[src/rtl/m2es_pkg.sv]
package m2es_pkg;

    // Lookahead depth and the judging window (lookahead plus one new byte)
    localparam int LOOKAHEAD = 5;
    localparam int WIN_LEN   = LOOKAHEAD + 1;
    localparam int FILL_W    = $clog2(WIN_LEN + 1);
    localparam int IDX_W     = $clog2(WIN_LEN);

    // Bytes needed from the judged position onward for each header match
    localparam logic [FILL_W-1:0] SEQ_SPAN = FILL_W'(4);
    localparam logic [FILL_W-1:0] PIC_SPAN = FILL_W'(6);

    // Start code prefix and ids
    localparam logic [7:0] SC_ZERO  = 8'h00;
    localparam logic [7:0] SC_ONE   = 8'h01;
    localparam logic [7:0] SEQ_CODE = 8'hB3;
    localparam logic [7:0] PIC_CODE = 8'h00;

    // Picture coding types that split a packet
    localparam logic [2:0] PIC_TYPE_P = 3'd2;
    localparam logic [2:0] PIC_TYPE_B = 3'd3;

    typedef enum logic [1:0] {
        PKT_NONE = 2'd0,
        PKT_KEY  = 2'd1,
        PKT_P    = 2'd2,
        PKT_B    = 2'd3
    } pkt_t;

    // Window, entry 0 is the oldest byte
    typedef logic [WIN_LEN-1:0][7:0] win_t;

    typedef struct packed {
        logic [7:0] data_byte;
        logic       end_of_stream;
    } in_word_t;

    typedef struct packed {
        logic [7:0] out_byte;
        logic       packet_start;
        logic [1:0] packet_kind;
        logic       last_out;
    } out_word_t;

    // Verdict on the oldest window byte
    typedef struct packed {
        logic       emit;
        logic       start;
        pkt_t       next_pkt;
        logic [1:0] kind;
    } judge_t;

endpackage

[src/rtl/mpeg2_es_frame_splitter.sv]
// Channel   Ports                        Word
// input     s_valid s_ready s_data       data_byte, end_of_stream
// output    m_valid m_ready m_data       out_byte, packet_start, packet_kind, last_out
//
// One byte per clock in steady state while m_ready is high; a byte leaves once five newer bytes are held.
// The oldest byte of a six-byte window register is judged each cycle that the full or
// draining window meets an output register that can take a word, so sustained rate is
// set by that register. After an end-of-stream word, with s_ready low, the window drains
// one byte per free output cycle; then the block is unsynchronized and empty again.
// aresetn is synchronous, active low; it clears fill count, flush flag and state.
// A stalled m_ready holds the output word and back-pressures s_ready when full.
module mpeg2_es_frame_splitter (
    input  logic                 aclk,
    input  logic                 aresetn,
    input  logic                 s_valid,
    output logic                 s_ready,
    input  m2es_pkg::in_word_t   s_data,
    output logic                 m_valid,
    input  logic                 m_ready,
    output m2es_pkg::out_word_t  m_data
);

    localparam logic [m2es_pkg::FILL_W-1:0] FULL = m2es_pkg::FILL_W'(m2es_pkg::WIN_LEN);
    localparam logic [m2es_pkg::FILL_W-1:0] ONE  = m2es_pkg::FILL_W'(1);

    // Window bytes (payload, no reset) and control
    m2es_pkg::win_t               win_reg,   win_next;
    logic [m2es_pkg::FILL_W-1:0]  fill_reg,  fill_next;
    logic                         flush_reg, flush_next;
    m2es_pkg::pkt_t               pkt_reg,   pkt_next;

    // Output register
    logic                         m_valid_reg, m_valid_next;
    m2es_pkg::out_word_t          m_data_reg,  m_data_next;

    m2es_pkg::judge_t             verdict;
    logic                         out_free;
    logic                         adv;
    logic                         accept;
    logic                         flush_done;
    logic [m2es_pkg::FILL_W-1:0]  fill_post;

    // Remaining byte count doubles as match span: six in steady state,
    // shrinking while flushing so start codes past the end do not match.
    m2es_judge u_judge (
        .win     (win_reg),
        .rem     (fill_reg),
        .cur_pkt (pkt_reg),
        .verdict (verdict)
    );

    assign out_free   = !m_valid_reg || m_ready;
    // judge and retire the oldest byte
    assign adv        = out_free && (flush_reg ? (fill_reg != '0) : (fill_reg == FULL));
    assign s_ready    = !flush_reg && ((fill_reg != FULL) || adv);
    assign accept     = s_valid && s_ready;
    assign flush_done = adv && flush_reg && (fill_reg == ONE);
    assign fill_post  = adv ? (fill_reg - ONE) : fill_reg;

    always_comb begin
        win_next   = win_reg;
        fill_next  = fill_post;
        flush_next = flush_reg;
        pkt_next   = pkt_reg;

        if (adv) begin
            for (int i = 0; i < m2es_pkg::WIN_LEN - 1; i++) begin
                win_next[i] = win_reg[i+1];
            end
            win_next[m2es_pkg::WIN_LEN-1] = '0;
            pkt_next = verdict.next_pkt;
        end

        if (accept) begin
            // fill_post is at most five here
            win_next[fill_post[m2es_pkg::IDX_W-1:0]] = s_data.data_byte;
            fill_next = fill_post + ONE;
            if (s_data.end_of_stream) begin
                flush_next = 1'b1;
            end
        end

        // end of stream: back to unsynchronized and empty
        if (flush_done) begin
            flush_next = 1'b0;
            fill_next  = '0;
            pkt_next   = m2es_pkg::PKT_NONE;
        end
    end

    always_comb begin
        m_valid_next = m_valid_reg;
        m_data_next  = m_data_reg;
        if (adv && verdict.emit) begin
            m_valid_next              = 1'b1;
            m_data_next.out_byte      = win_reg[0];
            m_data_next.packet_start  = verdict.start;
            m_data_next.packet_kind   = verdict.kind;
            // once synced every later flushed byte is emitted, so last is the last held
            m_data_next.last_out      = flush_done;
        end else if (m_ready) begin
            m_valid_next = 1'b0;
        end
    end

    always_ff @(posedge aclk) begin
        if (!aresetn) begin
            fill_reg    <= '0;
            flush_reg   <= 1'b0;
            pkt_reg     <= m2es_pkg::PKT_NONE;
            m_valid_reg <= 1'b0;
        end else begin
            fill_reg    <= fill_next;
            flush_reg   <= flush_next;
            pkt_reg     <= pkt_next;
            m_valid_reg <= m_valid_next;
        end
    end

    always_ff @(posedge aclk) begin
        win_reg    <= win_next;
        m_data_reg <= m_data_next;
    end

    assign m_valid = m_valid_reg;
    assign m_data  = m_data_reg;

endmodule

[src/rtl/m2es_judge.sv]
module m2es_judge (
    input  m2es_pkg::win_t                 win,
    input  logic [m2es_pkg::FILL_W-1:0]    rem,
    input  m2es_pkg::pkt_t                 cur_pkt,
    output m2es_pkg::judge_t               verdict
);

    logic       prefix;
    logic       seq;
    logic       pic;
    logic       pb;
    logic [2:0] coding_type;

    // 00 00 01 at the oldest position
    assign prefix      = (win[0] == m2es_pkg::SC_ZERO) && (win[1] == m2es_pkg::SC_ZERO)
                      && (win[2] == m2es_pkg::SC_ONE);
    assign seq         = (rem >= m2es_pkg::SEQ_SPAN) && prefix
                      && (win[3] == m2es_pkg::SEQ_CODE);
    assign pic         = (rem >= m2es_pkg::PIC_SPAN) && prefix
                      && (win[3] == m2es_pkg::PIC_CODE);
    assign coding_type = win[5][5:3];
    assign pb          = pic && ((coding_type == m2es_pkg::PIC_TYPE_P)
                              || (coding_type == m2es_pkg::PIC_TYPE_B));

    always_comb begin
        verdict.start    = 1'b0;
        verdict.next_pkt = cur_pkt;
        unique case (cur_pkt)
            m2es_pkg::PKT_NONE: begin
                if (seq) begin
                    verdict.next_pkt = m2es_pkg::PKT_KEY;
                    verdict.start    = 1'b1;
                end
            end
            m2es_pkg::PKT_KEY: begin
                // a repeated sequence header stays inside the keyframe
                if (pb) begin
                    verdict.next_pkt = m2es_pkg::pkt_t'(coding_type[1:0]);
                    verdict.start    = 1'b1;
                end
            end
            default: begin
                if (seq) begin
                    verdict.next_pkt = m2es_pkg::PKT_KEY;
                    verdict.start    = 1'b1;
                end else if (pb) begin
                    verdict.next_pkt = m2es_pkg::pkt_t'(coding_type[1:0]);
                    verdict.start    = 1'b1;
                end
            end
        endcase
        verdict.emit = (verdict.next_pkt != m2es_pkg::PKT_NONE);
        verdict.kind = 2'(verdict.next_pkt - m2es_pkg::PKT_KEY);
    end

endmodule
[config.mk]
export PLATFORM = sky130hd
export DESIGN_NAME = mpeg2_es_frame_splitter
export DESIGN_NICKNAME = d
export VERILOG_FILES = /design/src/rtl/m2es_pkg.sv /design/src/rtl/mpeg2_es_frame_splitter.sv /design/src/rtl/m2es_judge.sv
export SDC_FILE = /design/constraint.sdc
export NUM_CORES = 1
export LEC_CHECK = 0
export BUFFER_PORTS_ARGS = -buffer_cell sky130_fd_sc_hd__buf_2
export CORE_MARGIN = 2
export CORE_UTILIZATION = 30
export DETAILED_ROUTE_END_ITERATION = 6
export PLACE_DENSITY_LB_ADDON = 0.08
export RECOVER_POWER = 100
export SYNTH_ARGS = -nofsm -noshare
export SYNTH_HDL_FRONTEND = slang
export SYNTH_SLANG_ARGS = --single-unit
[constraint.sdc]
create_clock -name aclk -period 2.5 [get_ports aclk]
set_input_delay 0.375 -clock aclk [delete_from_list [all_inputs] [get_ports aclk]]
set_output_delay 0.375 -clock aclk [all_outputs]
set_load 0.1 [all_outputs]
* Word-level counts from Yosys, hierarchy flattened
Index checks and enable logic that the tools add are counted.
** Storage, ports and cells
- Flip-flop bits (word level) :: 67
- Input port bits :: 13
- Logic and storage cells :: 72
** Operators by class
- Equality and inequality tests :: 8
- Reduce and logical (&&, ||, !) cells :: 28
- Multiplexer cells :: 14
- Bitwise logic cells :: 1
- Magnitude comparators :: 4
- $add $sub $neg :: 3
** Operators by type and width (number)
- $mux 48 :: 2
- $bwmux 48 :: 1
- $demux 8 s3 :: 1
- $logic_not 8->1 :: 3
- $mux 3 :: 5
- $logic_and 1x1->1 :: 14
- $eq 8x1->1 const B :: 1
- $eq 8x8->1 const B :: 1
- $mux 8 :: 1
- $eq 3x2->1 const B :: 2
- $ge 3x3->1 const B :: 2
- $pmux 3 s2 :: 1
- $lt 3x4->1 const B :: 1
- $reduce_bool 2->1 :: 2
- $add 3x1->3 const B :: 1
- $eq 3x1->1 const B :: 1
- $eq 3x3->1 const B :: 1
- $ge 3x1->1 const B :: 1
- $logic_or 1x1->1 :: 3
- $mux 1 :: 3
- $ne 3x3->1 const B :: 1
- $reduce_bool 3->1 :: 1
- $sub 3x1->3 const B :: 1
- $eq 2x1->1 const B :: 1
- other kinds (6) :: 7

* Longest topological paths before layout
Gate-level depths: netlist of run 1.
- Word-level depth :: 12
- Depth in mapped cells :: 10
- Gate-level depth less buffers :: 9

* Hierarchy
A second synthesis of run 1 with hierarchy kept.
** Unflattened totals
- Cell total of the unflattened synthesis :: 265
- Area total of the unflattened synthesis :: 3303.2 um^2
** By module, submodules not included
- mpeg2_es_frame_splitter :: cells each 234, area an instance 3057.9 um^2, times used 1, sequential area each 1461.4 um^2
- m2es_judge :: cells each 31, area an instance 245.2 um^2, times used 1, sequential area each 0.0 um^2

* Least setup slack after synthesis of run 1
No wires, ideal clock.
- Kind :: reg2out
- Start :: register m_valid_reg (netlist: m_valid)
- End :: output port s_ready
- Arrival :: 2554 ps
- Cell stages (with the launch flop) :: 4
- Path buffers :: 1
- Path slack :: -429 ps
- Cells stage by stage :: dfxtp_1 nor2b_1 clkbuf_1 a21oi_1
** Between the ends
- Longest elaborated chain between the ends :: 5
** RTL lines
- from (decl) :: line mpeg2_es_frame_splitter.sv:33 : logic m_valid_reg, m_valid_next;
- from (signal assigned) :: line mpeg2_es_frame_splitter.sv:116 : m_valid_reg <= m_valid_next;
- $logic_not 1->1 :: line mpeg2_es_frame_splitter.sv:52 : assign out_free = !m_valid_reg || m_ready;
- $logic_or 1x1->1 :: line mpeg2_es_frame_splitter.sv:52
- $logic_and 1x1->1 :: line mpeg2_es_frame_splitter.sv:54 : assign adv = out_free && (flush_reg ? (fill_reg != '0) : (fill_reg == FULL));
- $logic_or 1x1->1 :: line mpeg2_es_frame_splitter.sv:55 : assign s_ready = !flush_reg && ((fill_reg != FULL) || adv);
- $logic_and 1x1->1 :: line mpeg2_es_frame_splitter.sv:55
- to (decl) :: line mpeg2_es_frame_splitter.sv:16 : output logic s_ready,
Every way passes these cells.

==> results.json, run 1 <==
{
  "die_w_um": 107,
  "netlist_top_cells_area": "dfxtp_1, nand2_1, edfxtp_1, mux2_2, mux2i_1",
  "hold_buffers": 0,
  "combPwrFrac": 0.295,
  "utilization": 0.376,
  "cp_cell_sequence": "inv_1, ha_1, or3_1, a2111o_1, a2111oi_4, buf_4, o21ai_0",
  "syn_to_final_growth_pct": 21.6,
  "seqPwrFrac": 0.456,
  "syn-num-nets": 367,
  "holdPathEnd": "m_valid$_SDFFE_PN0P_",
  "first_iter_violations": 139,
  "design_area_um2": 3880,
  "fin_crit_sh": 0.939,
  "ir_worst_vdd_mv": 0.323,
  "fin_worst_skew_ps": 11.5,
  "track_usage": 0.146,
  "synth-seq-area-share": 0.458,
  "cts_tree": "built",
  "ys_seq_elements": 67,
  "max_cap_viol_count": 0,
  "routed_via_density": 4.90,
  "path_buf_inv": 2,
  "min_from": "aresetn",
  "grt_pass1_wl_mm": 13.1,
  "critical_path_class": "reg2reg",
  "n_antenna_cell": 0,
  "rrSetupSlack_ps": 150,
  "max_freq_mhz": 426,
  "grt_max_degree": 41,
  "syn_area_um2": 3190,
  "power_leakage_nw": 1.59,
  "hold_depth": 2,
  "critical_path_cell_count": 7,
  "hold_violations": 0,
  "rsz0062_at_grt": "false",
  "drt_drc_violations_left": 0,
  "cpLargestDelayFamily": "compound AO/OA/AOI/OAI gates",
  "routed_wl_mm": 8.04,
  "p_per_area_nw_per_um2": 993,
  "slowest_stage": "a2111oi_4",
  "die_h_um": 107,
  "cts.sinks": 67,
  "required_ps": 2720,
  "r2r_cells": 7,
  "vias": 2647,
  "yosysUniqueCellTypes": 51,
  "io_pins": 27,
  "dp.final_hpwl_mm": 5.53,
  "r2r-start": "fill_reg[0]$_SDFF_PP0_",
  "postRouteAntennaNets": 0,
  "p_int_w": 0.00256,
  "tns_ps": 0,
  "nets": 417,
  "max-clock-path-buffers": 2,
  "fp.coreArea_um2": 10300,
  "antenna_found_initial": 0,
  "cts-root-buf": "clkbuf_8",
  "whs_ps": 255,
  "fillCellCount": 1073,
  "critPathCaptureType": "flip-flop",
  "yosys.area.top_type": "dfxtp_1",
  "drive_above_1_share": 0.228,
  "io_buffers": 26,
  "grt_pass1_vias": 2484,
  "status": "completed",
  "yosysTopAreaCellShare": 0.345,
  "rows": 37,
  "ys_warn_count": 0,
  "drv_slew": 0,
  "die-area_um2": 11500,
  "synth-edff-count": 12,
  "overflow": 0,
  "gp_congestion": 0.819,
  "critPathMaxStageDelay_ps": 450,
  "initial_core_util": 0.309,
  "clkTransAtPathRegs_ps": 80,
  "tightest_slew_ps": 1160,
  "slew_headroom": 0.227,
  "first_pass_iters": 4,
  "critPathMaxFanout": 8,
  "place_area_um2": 3610,
  "async_reset_ff_frac": 0,
  "ys.flop_type": "dfxtp_1",
  "worstSetupStartpointType": "flip-flop",
  "synth_cells": 349,
  "htreeDepth": 3,
  "pwr-share-clk": 0.250,
  "p_sw_frac": 0.335,
  "p_sw_w": 0.00129,
  "hold_class": "in2reg",
  "setup_viol": 0,
  "post_drt_wl_per_cell_um": 14.9,
  "avgSynthCellArea_um2": 9.14,
  "cts_buffers": 9,
  "reg2reg_to": "win_reg[17]$_DFF_P_",
  "largest_reg_flops": 48,
  "period_minus_slack_ps": 2350,
  "worstPathArrival_ps": 2570,
  "clk_latency_ps": 340
}
-- cell usage in the layout (no fill, tap or decap), types with 5 or more instances in the layout --
master    netlist  layout
nand2_1       107     107
dfxtp_1        55      54
mux2_2         25      25
buf_4           0      20
clkbuf_1        7      17
nor2_1         16      15
buf_2           5      12
edfxtp_1       12      12
a31oi_1        10      10
o21ai_0         8       9
clkbuf_8        0       9
a22o_1          8       8
mux2i_1         8       8
a21oi_1         8       7
nor4_1          6       6
or3_1           5       5
-- layout make-up --
| type | count | area [µm²] | share of cell area |
|---|---|---|---|
| inverter | 6 | 22.5 | 0.00581 |
| multi-input combinational | 260 | 1660 | 0.427 |
| sequential | 67 | 1460 | 0.377 |
| clock inverter | 5 | 58.8 | 0.0152 |
| tap | 136 | 170 | 0.0439 |
| timing repair buffer | 55 | 357 | 0.0919 |
| clock buffer | 11 | 153 | 0.0394 |
-- Yosys cell counts, types with 2 or more instances --
master and count:
buf_2 5, a31oi_1 10, nor2_1 16, nor3_1 5, o31a_1 3, nand4_1 3, nor2b_1 2, and3b_1 2
ha_1 5, buf_1 2, xnor2_1 2, mux2i_1 8, a21oi_1 8, o211ai_1 2, or4_1 2, nor4_1 6
o21ai_0 8, edfxtp_1 12, o221ai_2 2, buf_6 2, dfxtp_1 55, nand2b_1 4, or3_1 5, clkbuf_1 7
nand3b_1 2, inv_1 5, nand2_1 107, o22ai_1 2, mux2_2 25, o31ai_1 4, a22o_1 8
-- metrics by stage --
| stage | setup slack, ps | power [W] | cells |
|---|---|---|---|
| 2_1_floorplan | 10.3 | 0.00254 | 349 |
| 3_3_place_gp | 25.6 | 0.00286 | 518 |
| 3_5_place_dp | 25.5 | 0.00287 | 518 |
| 4_1_cts | 22.4 | 0.00384 | 534 |
| 5_1_grt | 12.0 | 0.00412 | 540 |
| 6_report | 153 | 0.00385 | 540 |
-- power groups by stage --
| stage | combinational (W) | clock, W | sequential (W) |
|---|---|---|---|
| after global routing | 0.00129 | 0.00103 | 0.00181 |
| after CTS | 0.00110 | 0.000986 | 0.00175 |
| after floorplan | 0.000865 | 0 | 0.00168 |
| after detailed placement | 0.00109 | 0 | 0.00178 |
| final | 0.00113 | 0.000962 | 0.00175 |
| after global placement | 0.00108 | 0 | 0.00178 |
-- metal layers --
metal  vias up  share of wire  GRT usage  routed length, µm
met5         -              0          0                  0
met4         0          0.013     0.0557                102
met3         9          0.030     0.0255                240
met2        38           0.45      0.219               3640
met1      1250           0.50      0.207               4060
li1       1350              -          -                  -
-- logic make-up after synthesis --
| logic type | after synthesis | share of synthesized area |
|---|---|---|
| xor+xnor | 3 | 0.00824 |
| buf+inv | 22 | 0.0326 |
| simple gates | 160 | 0.221 |
| fa+ha+maj | 5 | 0.0196 |
| flops | 67 | 0.458 |
| compound gates | 59 | 0.147 |
| mux | 33 | 0.113 |
-- what timing repair did --
action,CTS,global route
gates resized for setup,1,11
gates cloned,0,1
pin swaps,0,6
setup endpoints to repair,1,52
buffers inserted,0,5
-- how the worst max path moves through the flow --
| stage | start | to | slack (ps) |
|---|---|---|---|
| after global routing | fill_reg[0]$_SDFF_PP0_ | win_reg[46]$_DFF_P_ | 10 |
| final | fill_reg[0]$_SDFF_PP0_ | win_reg[17]$_DFF_P_ | 150 |
| after detailed placement | win_reg[29]$_DFF_P_ | m_data[5]$_DFFE_PP_ | 30 |
| after floorplan | win_reg[29]$_DFF_P_ | m_data[0]$_DFFE_PP_ | 10 |
| after CTS | win_reg[29]$_DFF_P_ | m_data[8]$_DFFE_PP_ | 20 |
| after global placement | win_reg[29]$_DFF_P_ | m_data[10]$_DFFE_PP_ | 30 |
-- worst reg2reg max path, stage by stage (launching register included) --
cell and delay, ps:
dfxtp_1 350, inv_1 110, ha_1 220, or3_1 340, a2111o_1 430, a2111oi_4 450
buf_4 220, o21ai_0 90
Power figures use the tool's default switching activity.
==> run 2, diff against run 1 <==
Settings changed: SETUP_SLACK_MARGIN set to 0.3.
==> results.json, run 2 (synthesized netlist as in run 1, its figures left out) <==
{
  "status": "completed",
  "antenna_found_initial": 0,
  "post_drt_wl_per_cell_um": 15.5,
  "die_h_um": 107,
  "holdPathEnd": "m_valid$_SDFFE_PN0P_",
  "htreeDepth": 3,
  "tightest_slew_ps": 1170,
  "min_from": "aresetn",
  "io_buffers": 26,
  "fillCellCount": 1090,
  "critPathMaxFanout": 11,
  "syn_to_final_growth_pct": 26.9,
  "initial_core_util": 0.309,
  "track_usage": 0.154,
  "max_cap_viol_count": 0,
  "worstPathArrival_ps": 2330,
  "place_area_um2": 3680,
  "routed_via_density": 4.91,
  "fin_worst_skew_ps": 11.0,
  "drive_above_1_share": 0.303,
  "max-clock-path-buffers": 2,
  "fin_crit_sh": 0.911,
  "drt_drc_violations_left": 0,
  "gp_congestion": 0.768,
  "required_ps": 2560,
  "io_pins": 27,
  "rsz0062_at_grt": "true",
  "p_per_area_nw_per_um2": 981,
  "grt_max_degree": 25,
  "setup_viol": 0,
  "first_pass_iters": 4,
  "critPathCaptureType": "flip-flop",
  "ir_worst_vdd_mv": 0.295,
  "hold_class": "in2reg",
  "largest_reg_flops": 48,
  "period_minus_slack_ps": 2280,
  "r2r_cells": 9,
  "die_w_um": 107,
  "drv_slew": 0,
  "hold_depth": 2,
  "postRouteAntennaNets": 0,
  "design_area_um2": 4050,
  "first_iter_violations": 149,
  "cts.sinks": 67,
  "nets": 429,
  "slew_headroom": 0.224,
  "r2r-start": "fill_reg[2]$_SDFF_PP0_",
  "routed_wl_mm": 8.55,
  "overflow": 0,
  "mostFrequentLayoutCells": "nand2_1, dfxtp_1, buf_4, mux2_2, clkbuf_1",
  "fp.coreArea_um2": 10300,
  "power_leakage_nw": 1.65,
  "n_antenna_cell": 0,
  "worstSetupStartpointType": "flip-flop",
  "vias": 2711,
  "critical_path_class": "reg2reg",
  "rows": 37,
  "hold_buffers": 0,
  "layout_commonest_cell": "nand2_1",
  "dp.final_hpwl_mm": 5.64,
  "cts_buffers": 9,
  "clkTransAtPathRegs_ps": 80,
  "grt_pass1_vias": 2541,
  "grt_pass1_wl_mm": 13.5,
  "hold_violations": 0,
  "die-area_um2": 11500,
  "cts-root-buf": "clkbuf_8",
  "rrSetupSlack_ps": 220,
  "cts_tree": "built",
  "tns_ps": 0,
  "max_freq_mhz": 439,
  "reg2reg_to": "m_data[11]$_DFFE_PP_",
  "clk_latency_ps": 340
}
run 2: worst max-delay path by stage:
| stage | endpoint | cells after the start | start |
|---|---|---|---|
| floorplan | win_reg[6]$_DFF_P_ | 9 | fill_reg[0]$_SDFF_PP0_ |
| global placement | win_reg[6]$_DFF_P_ | 7 | fill_reg[1]$_SDFF_PP0_ |
| detailed placement | win_reg[6]$_DFF_P_ | 7 | fill_reg[1]$_SDFF_PP0_ |
| CTS | m_data[11]$_DFFE_PP_ | 8 | win_reg[29]$_DFF_P_ |
| global route | m_data[3]$_DFFE_PP_ | 9 | fill_reg[2]$_SDFF_PP0_ |
| finish | m_data[11]$_DFFE_PP_ | 9 | fill_reg[2]$_SDFF_PP0_ |
run 2: routing by layer:
metal | track usage | routed length (µm) | up-vias
met5 | 0 | 0 | -
met4 | 0.0603 | 140 | 0
met3 | 0.0310 | 190 | 10
met2 | 0.234 | 3880 | 32
met1 | 0.213 | 4340 | 1299
li1 | - | - | 1370
run 2: cell type report:
cell class / instances / area [µm²] / area share
Multi-Input combinational cell: 261 / 1730 / 0.427
Sequential cell: 67 / 1480 / 0.367
Timing Repair Buffer: 66 / 444 / 0.110
Clock buffer: 13 / 170 / 0.0420
Tap cell: 136 / 170 / 0.0420
Inverter: 6 / 30.0 / 0.00742
Clock inverter: 3 / 21.3 / 0.00526
run 2: critical path, cell delays in order (launching register included):
cell     delay, ps
dfxtp_1        510
buf_4          190
nand2_1         60
nor3_1         430
a21oi_2         70
nor2_2         160
o22ai_2        100
ha_2           210
nor2_4         120
buf_12         140
run 2: power breakdown:
part	leakage [nW]	switching, W	internal, W
logic	0.987	0.000615	0.000679
registers	0.569	0.000297	0.00150
clock network	0.0948	0.000434	0.000449
total	1.65	0.00135	0.00263
run 2: stage by stage:
stage | power (W) | instances | utilization | setup slack, ps | hold WS [ps]
2_1_floorplan | 0.00259 | 349 | - | 279 | 431
3_3_place_gp | 0.00293 | 521 | 0.357 | 115 | 446
3_5_place_dp | 0.00295 | 521 | 0.357 | 82.5 | 442
4_1_cts | 0.00397 | 545 | 0.388 | 288 | 244
5_1_grt | 0.00426 | 552 | 0.392 | 107 | 244
6_report | 0.00397 | 552 | 0.392 | 223 | 256
run 2: repair_timing:
item,CTS,global route
endpoints found under the setup margin,61,54
buffers inserted,7,6
gates cloned,1,1
gates resized for setup,19,26
pin swaps,4,19
